### config.mk
export PLATFORM = sky130hd
export DESIGN_NAME = vnr_div_lane
export DESIGN_NICKNAME = d
export VERILOG_FILES = /design/src/rtl/vnr_pkg.sv /design/src/rtl/vnr_div_lane.sv
export SDC_FILE = /design/constraint.sdc
export NUM_CORES = 2
export LEC_CHECK = 0
export ABC_CLOCK_PERIOD_IN_PS = 8760
export BUFFER_PORTS_ARGS = -buffer_cell sky130_fd_sc_hd__buf_4
export CAP_MARGIN = 20
export CORE_AREA = 2 2 485 487
export DETAILED_ROUTE_END_ITERATION = 6
export DIE_AREA = 0 0 487 489
export GPL_TIMING_DRIVEN = 0
export HOLD_SLACK_MARGIN = 0.15
export PLACE_DENSITY_LB_ADDON = 0.25
export SYNTH_ARGS = -nofsm -noshare
export SYNTH_HDL_FRONTEND = slang
export SYNTH_SLANG_ARGS = --single-unit
export TNS_END_PERCENT = 30
### constraint.sdc
create_clock -name clk -period 8.76 [get_ports clk]
set_input_delay 1.314 -clock clk [delete_from_list [all_inputs] [get_ports clk]]
set_output_delay 1.314 -clock clk [all_outputs]
set_load 0.01 [all_outputs]
### src/rtl/vnr_pkg.sv
// Shared constants, types and helpers for the vector normalize and reflect unit.
`timescale 1ns / 1ps

package vnr_pkg;

  // Width of every coordinate on the ports.
  localparam int DATA_W = 32;

  // Default number of fraction bits of the fixed-point format.
  localparam int FRAC_BITS_DEF = 16;

  // Width of the exact sum of squares and of its square root.
  localparam int SUMSQ_W = 2 * DATA_W;
  localparam int ROOT_W = DATA_W;

  // One result bit of the square root is settled per pipeline stage.
  localparam int SQRT_STAGES = ROOT_W;

  typedef logic signed [DATA_W-1:0] coord_t;
  typedef logic [DATA_W-1:0] umag_t;

  // Magnitude of a signed coordinate; the most negative value fits unsigned.
  function automatic umag_t mag32(input coord_t v);
    umag_t m;
    m = v[DATA_W-1] ? umag_t'(-v) : umag_t'(v);
    return m;
  endfunction

endpackage

### src/rtl/vnr_div_lane.sv
// Pipelined restoring divider for one component: |v| * 2^FRAC_BITS / len, signed result.
`timescale 1ns / 1ps

module vnr_div_lane #(
  parameter int FRAC_BITS = vnr_pkg::FRAC_BITS_DEF
) (
  input  logic                         clk,
  input  logic                         en,
  input  logic [vnr_pkg::DATA_W-1:0]   mag_i,
  input  logic                         neg_i,
  input  logic [vnr_pkg::ROOT_W-1:0]   len_i,
  output logic signed [FRAC_BITS+1:0]  quot_o
);

  localparam int N = FRAC_BITS + 1;
  localparam int DW = vnr_pkg::DATA_W;
  localparam int LW = vnr_pkg::ROOT_W;

  logic [LW-1:0] rem_r [N];
  logic [N-1:0]  q_r   [N];
  logic [LW-1:0] len_r [N];
  logic          neg_r [N];

  for (genvar k = 0; k < N; k++) begin : g_stage
    logic [LW-1:0] rem_prev;
    logic [N-1:0]  q_prev;
    logic [LW-1:0] len_prev;
    logic          neg_prev;
    logic          bit_in;
    logic [LW:0]   rem_sh;
    logic          ge;
    logic [LW:0]   rem_sub;

    // The shifted dividend has only bit zero of |v| below the initial remainder.
    if (k == 0) begin : g_first
      assign rem_prev = LW'(mag_i[DW-1:1]);
      assign q_prev   = '0;
      assign len_prev = len_i;
      assign neg_prev = neg_i;
      assign bit_in   = mag_i[0];
    end else begin : g_next
      assign rem_prev = rem_r[k-1];
      assign q_prev   = q_r[k-1];
      assign len_prev = len_r[k-1];
      assign neg_prev = neg_r[k-1];
      assign bit_in   = 1'b0;
    end

    // One quotient bit: compare and conditionally subtract.
    always_comb begin
      rem_sh  = {rem_prev, bit_in};
      ge      = (rem_sh >= {1'b0, len_prev});
      rem_sub = rem_sh - {1'b0, len_prev};
    end

    always_ff @(posedge clk) begin
      if (en) begin
        rem_r[k] <= ge ? rem_sub[LW-1:0] : rem_sh[LW-1:0];
        q_r[k]   <= {q_prev[N-2:0], ge};
        len_r[k] <= len_prev;
        neg_r[k] <= neg_prev;
      end
    end
  end

  // Apply the sign of the vector component.
  assign quot_o = neg_r[N-1] ? -$signed({1'b0, q_r[N-1]}) : $signed({1'b0, q_r[N-1]});

endmodule

# [Word level (Yosys, flattened, before mapping)]
# Memories as Yosys holds them, arrays and structs flattened.
# Index checks and enable logic that the tools add are counted.
[totals] regBits=0 latchBits=0 ram_bits=1394 romBits=0 inputBits=67 out_inout_bits=18 elab_cells=59 n_memories=4
[memory_table] name="len_r" words=17 width=32 read_ports=16 rd_clocked_by_memory_dff=0 write_ports=17 line_no="vnr_div_lane.sv:21" text="logic [LW-1:0] len_r [N];"
[memory_table] name="rem_r" words=17 width=32 read_ports=16 rd_clocked_by_memory_dff=0 write_ports=17 line_no="vnr_div_lane.sv:19" text="logic [LW-1:0] rem_r [N];"
[memory_table] name="q_r" words=17 width=17 read_ports=17 rd_clocked_by_memory_dff=0 write_ports=17 line_no="vnr_div_lane.sv:20" text="logic [N-1:0] q_r [N];"
[memory_table] name="neg_r" words=17 width=1 read_ports=17 rd_clocked_by_memory_dff=0 write_ports=17 line_no="vnr_div_lane.sv:22" text="logic neg_r [N];"
[op_classes] addsub=18 n_mul=0 n_div=0 order_cmp=17 eq_ne=0 shifts=0 n_mux=20 bitwise_logic=0 reduce_logical=0
[ops] operator="$mux W32" n=17
[ops] operator="$sub A32 B32 Y32" n=17
[ops] operator="$ge A33 B32 Y1" n=16
[ops] operator="$ge A32 B32 Y1" n=1
[ops] operator="$mux W18" n=1
[ops] operator="$neg A17 Y18" n=1
[ops] operator="$mux W1" n=2

# [Depth between registers and ports, before layout]
# An unclocked memory read counts as a cell.
[depth] ltp_word=3 mapped_depth=16 depth_no_buf=14

# [Worst setup path after synthesis]
# Ideal clock, no wire load.
[synth_timing] path_type="input-to-reg" startpoint="input len_i[2] in the netlist's numbering" endpoint="memory rem_r[0][17] in the netlist's numbering (data pin)" setup_time_ns=0.260 t_arrival_ns=3.918 required_ns=8.500 path_slack_ns=4.582 cell_stages=13 n_path_buf=1 cell_sequence="inv_1 -> ha_1 -> nor2b_1 -> o31a_1 -> o31ai_1 -> o2111ai_1 -> nand2_1 -> o21ai_1 -> a21oi_1 -> o21ai_0 -> a41oi_1 -> clkbuf_1 -> mux2_2"
[synth_rtl] item="start: declaration" line_no="vnr_div_lane.sv:11" text="input logic [vnr_pkg::ROOT_W-1:0] len_i,"
[synth_rtl] item="end: declaration" line_no="vnr_div_lane.sv:19"

==> results by group <==
Global routing
  – First-pass GRT wire length: between 200000 and 300000 um
  – Initial antenna violation count: 1
  – Gr usage total: between 10 and 15%
  – Vias in the first global route: 49720
  – Gr ovfl total: 0
  – Largest net degree at the start of global routing: between 150 and 200

Route
  – Via Count: between 40000 and 50000
  – DR iter-0 viols: approximately 2400
  – DRC Markers: 0
  – Routed WL per cell: ~18 um
  – Pre-Repair DR Iteration Count: 7
  – Routed Antenna Nets: 0
  – Final WL: about 180000 um
  – Vias per inst: around 4.8

Floorplan
  – Die Area: between 200000 and 250000 um2
  – Die Wd: approximately 500 um
  – Die Span Y: 489 um
  – Core Region: about 230000 um2
  – Initial core utilization: between 20 and 30%
  – Std cell rows: around 180
  – I/O pins: 85

Timing
  – Setup Viol. Count Final: 0
  – Clock Skew: 0.03700 ns
  – RSZ-0062 raised after global routing: no
  – Min cycle time layout: 5.810 ns
  – Max_slew headroom: a little over a quarter
  – Tcrit/Tclk final: between 60% and 70%
  – Slew Viols, Final: 0
  – Setup TNS: 0 ns
  – Fin. Hold Viols: 0
  – Worst slew pin tran: approximately 1.1 ns
  – F_max: 172.1 MHz

Final layout
  – Fin nets: slightly above 7000
  – Core Util, Final: 33.85%
  – Final Cell Area: about 80000 um2
  – Post-Layout Cell Count: around 9700
  – Area Overhead vs Synth: 13.66%
  – Commonest cells after routing, fill and taps aside: 1194 x edfxtp_1, 675 x inv_1, 544 x ha_1
  – Share of layout cells above drive strength 1: between 8 and 9%
  – Commonest non-fill, non-tap cell in the layout: edfxtp_1

Placed design
  – Post-DP HPWL: 139400 um
  – PortBufs: 84
  – Post-DP Area: ~74000 um2
  – Routability congestion estimate: between 0.9 and 1
  – Cells after DPL: about 9400

Critical path
  – CP Max Fanout: between 150 and 200
  – CP max stage cell: buf_16
  – Crit path kind: in -> reg
  – WP data arrival: around 6.2 ns
  – CP Data Required Time: approximately 9 ns
  – CP Cell Sequence: buf_16 -> buf_16 -> buf_16 -> buf_16 -> buf_16 -> buf_16 -> buf_16 -> buf_16
  – Crit. End Element: flip-flop
  – Crit start category: primary input
  – Worst stage delay on the critical path: between 0.6 and 0.7 ns
  – Most frequent CP cell: buf_16
  – Worst Path Buf+Inv: 8
  – R2R Setup Slk: between 3 and 4 ns
  – Family with the most delay on the worst path: buffers and inverters

Power and ir drop
  – Total power: approximately 30 mW
  – Leakage: 31.96 nW
  – Power Density: between 300 and 400 nW/um2
  – Max VDD drop: roughly 0.15 mV

Clocking
  – Clock sinks: between 1000 and 1500
  – TritonCTS buffer count: 148
  – Clock Root Buffer: clkbuf_16
  – Clk buf depth: 3
  – Post-CTS setup buffers: 0
  – CTS tree: built
  – CTS clk-pin slew, worst paths: roughly 0.06 ns
  – Cts hold-fix bufs: 0
  – Post-CTS resize count: 0
  – Clk_lat worst skew: around 0.80 ns
  – H-tree depth: 4

Synthesis
  – Post-Syn Area: 69570 um2
  – Syn Nets: a little under 7000
  – Post-synth EDFFs: about 1200
  – Mapped Cells: 6284
  – Library cells used by synthesis: 90
  – Syn_area_per_cell: approximately 11 um2
  – #FFs+latches synth: 1194
  – Yosys warning count: 0
  – Asr flop ratio synth: 0%
  – Register area share after synthesis: 51.53%
  – Dominant synthesized flop cell: edfxtp_1

Worst hold path
  – Worst hold path type: reg -> reg

Outcome
  – Status: finished, final reports clean

Job
  – Max Cap Viol: 0
cells by family after synthesis:
family,after synthesis,synth area share (%)
adders and majority gates,560,10.24
buffers and inverters,826,4.618
xor gates and xnor gates,467,5.879
muxes,208,3.496
and+or+nand+nor,1331,9.051
DFF,1194,51.53
AOI/OAI and AO/OA,1698,15.18
cells in the mapped netlist (9+ instances only):
master	count	area [um2]
o41ai_1	12	105.1
nor2b_1	66	412.9
nand2_1	437	1640
clkbuf_1	110	412.9
o31a_1	14	122.6
a21o_1	249	1869
and2_1	23	143.9
buf_2	21	105.1
nor4_1	14	87.58
xor2_1	197	1725
and3_1	40	250.2
buf_4	11	82.58
o21ai_0	428	2142
or2_2	9	56.30
a31oi_1	59	369.1
ha_1	544	6807
edfxtp_1	1194	35850
o21a_1	51	382.9
nor3_1	58	290.3
nand2b_1	94	588.1
o211ai_1	22	165.2
or4_1	10	75.07
a21oi_1	535	2678
xnor2_1	270	2365
mux2_4	27	405.4
a311oi_1	12	105.1
a211oi_1	43	322.8
a21boi_0	17	127.6
o31ai_1	41	307.8
fa_1	16	320.3
o21bai_1	68	510.5
nor2_1	338	1269
a31o_2	9	78.83
o21ai_1	15	75.07
mux2i_1	9	90.09
a221oi_1	10	87.58
inv_1	675	2534
a41oi_1	11	96.34
or3_1	16	100.1
nand4_1	97	606.8
mux2_2	172	1937
nand3_1	92	460.4
path summary, 6_finish.rpt:
kind,endpoint,start,depth (start not counted)
max,len_r[0][52],en,8
min,q_r[0][107],q_r[0][89],0
max reg2reg,rem_r[0][213],rem_r[0][161],12
min reg2reg,q_r[0][107],q_r[0][89],0
worst reg2reg max path, delay by kind of cell (launching register included):
kind / cells / cell delay (ns)
buffers and inverters: 1 / 0.56
AND/OR/NAND/NOR: 1 / 0.21
flip-flops: 1 / 0.41
adder cells (fa/ha/maj): 1 / 0.38
AO/OA/AOI/OAI: 9 / 3.36
layout make-up:
cell class	instances	area, um2
Fill cell	23120	154600
Sequential cell	1194	35850
Multi-Input combinational cell	4264	30530
Clock buffer	182	3895
Tap cell	3060	3829
Inverter	676	2537
Clock inverter	90	885.9
Timing Repair Buffer	95	868.3
Buffer	150	675.6
Antenna cell	1	2.502
power by group:
| part | internal (mW) | switching [mW] | total [mW] |
|---|---|---|---|
| sequential | 8.59 | 0.898 | 9.49 |
| combinational | 5.81 | 7.98 | 13.8 |
| clock | 3.53 | 2.44 | 5.98 |
per-layer routing:
metal	vias up	GRT usage [%]	routed length, um
li1	23420	-	-
met2	864	29.20	96890
met1	22310	13.13	60160
met4	0	11.25	14750
met3	486	2.041	4595
met5	-	0	0
flip-flops by register name, indices dropped and copies added, names as in the netlist:
name,count
rem_r,512
q_r,153
len_r,512
neg_r,17
metrics by stage:
step                      hold WS [ns]  setup slack (ns)
after global routing            0.4168             2.310
after CTS                       0.4160             2.701
after global placement          0.4012            -4.398
after floorplan                 0.4003             4.582
final                           0.4090             2.950
after detailed placement        0.4045             1.838
No activity file was read; power rests on OpenSTA's default activity.
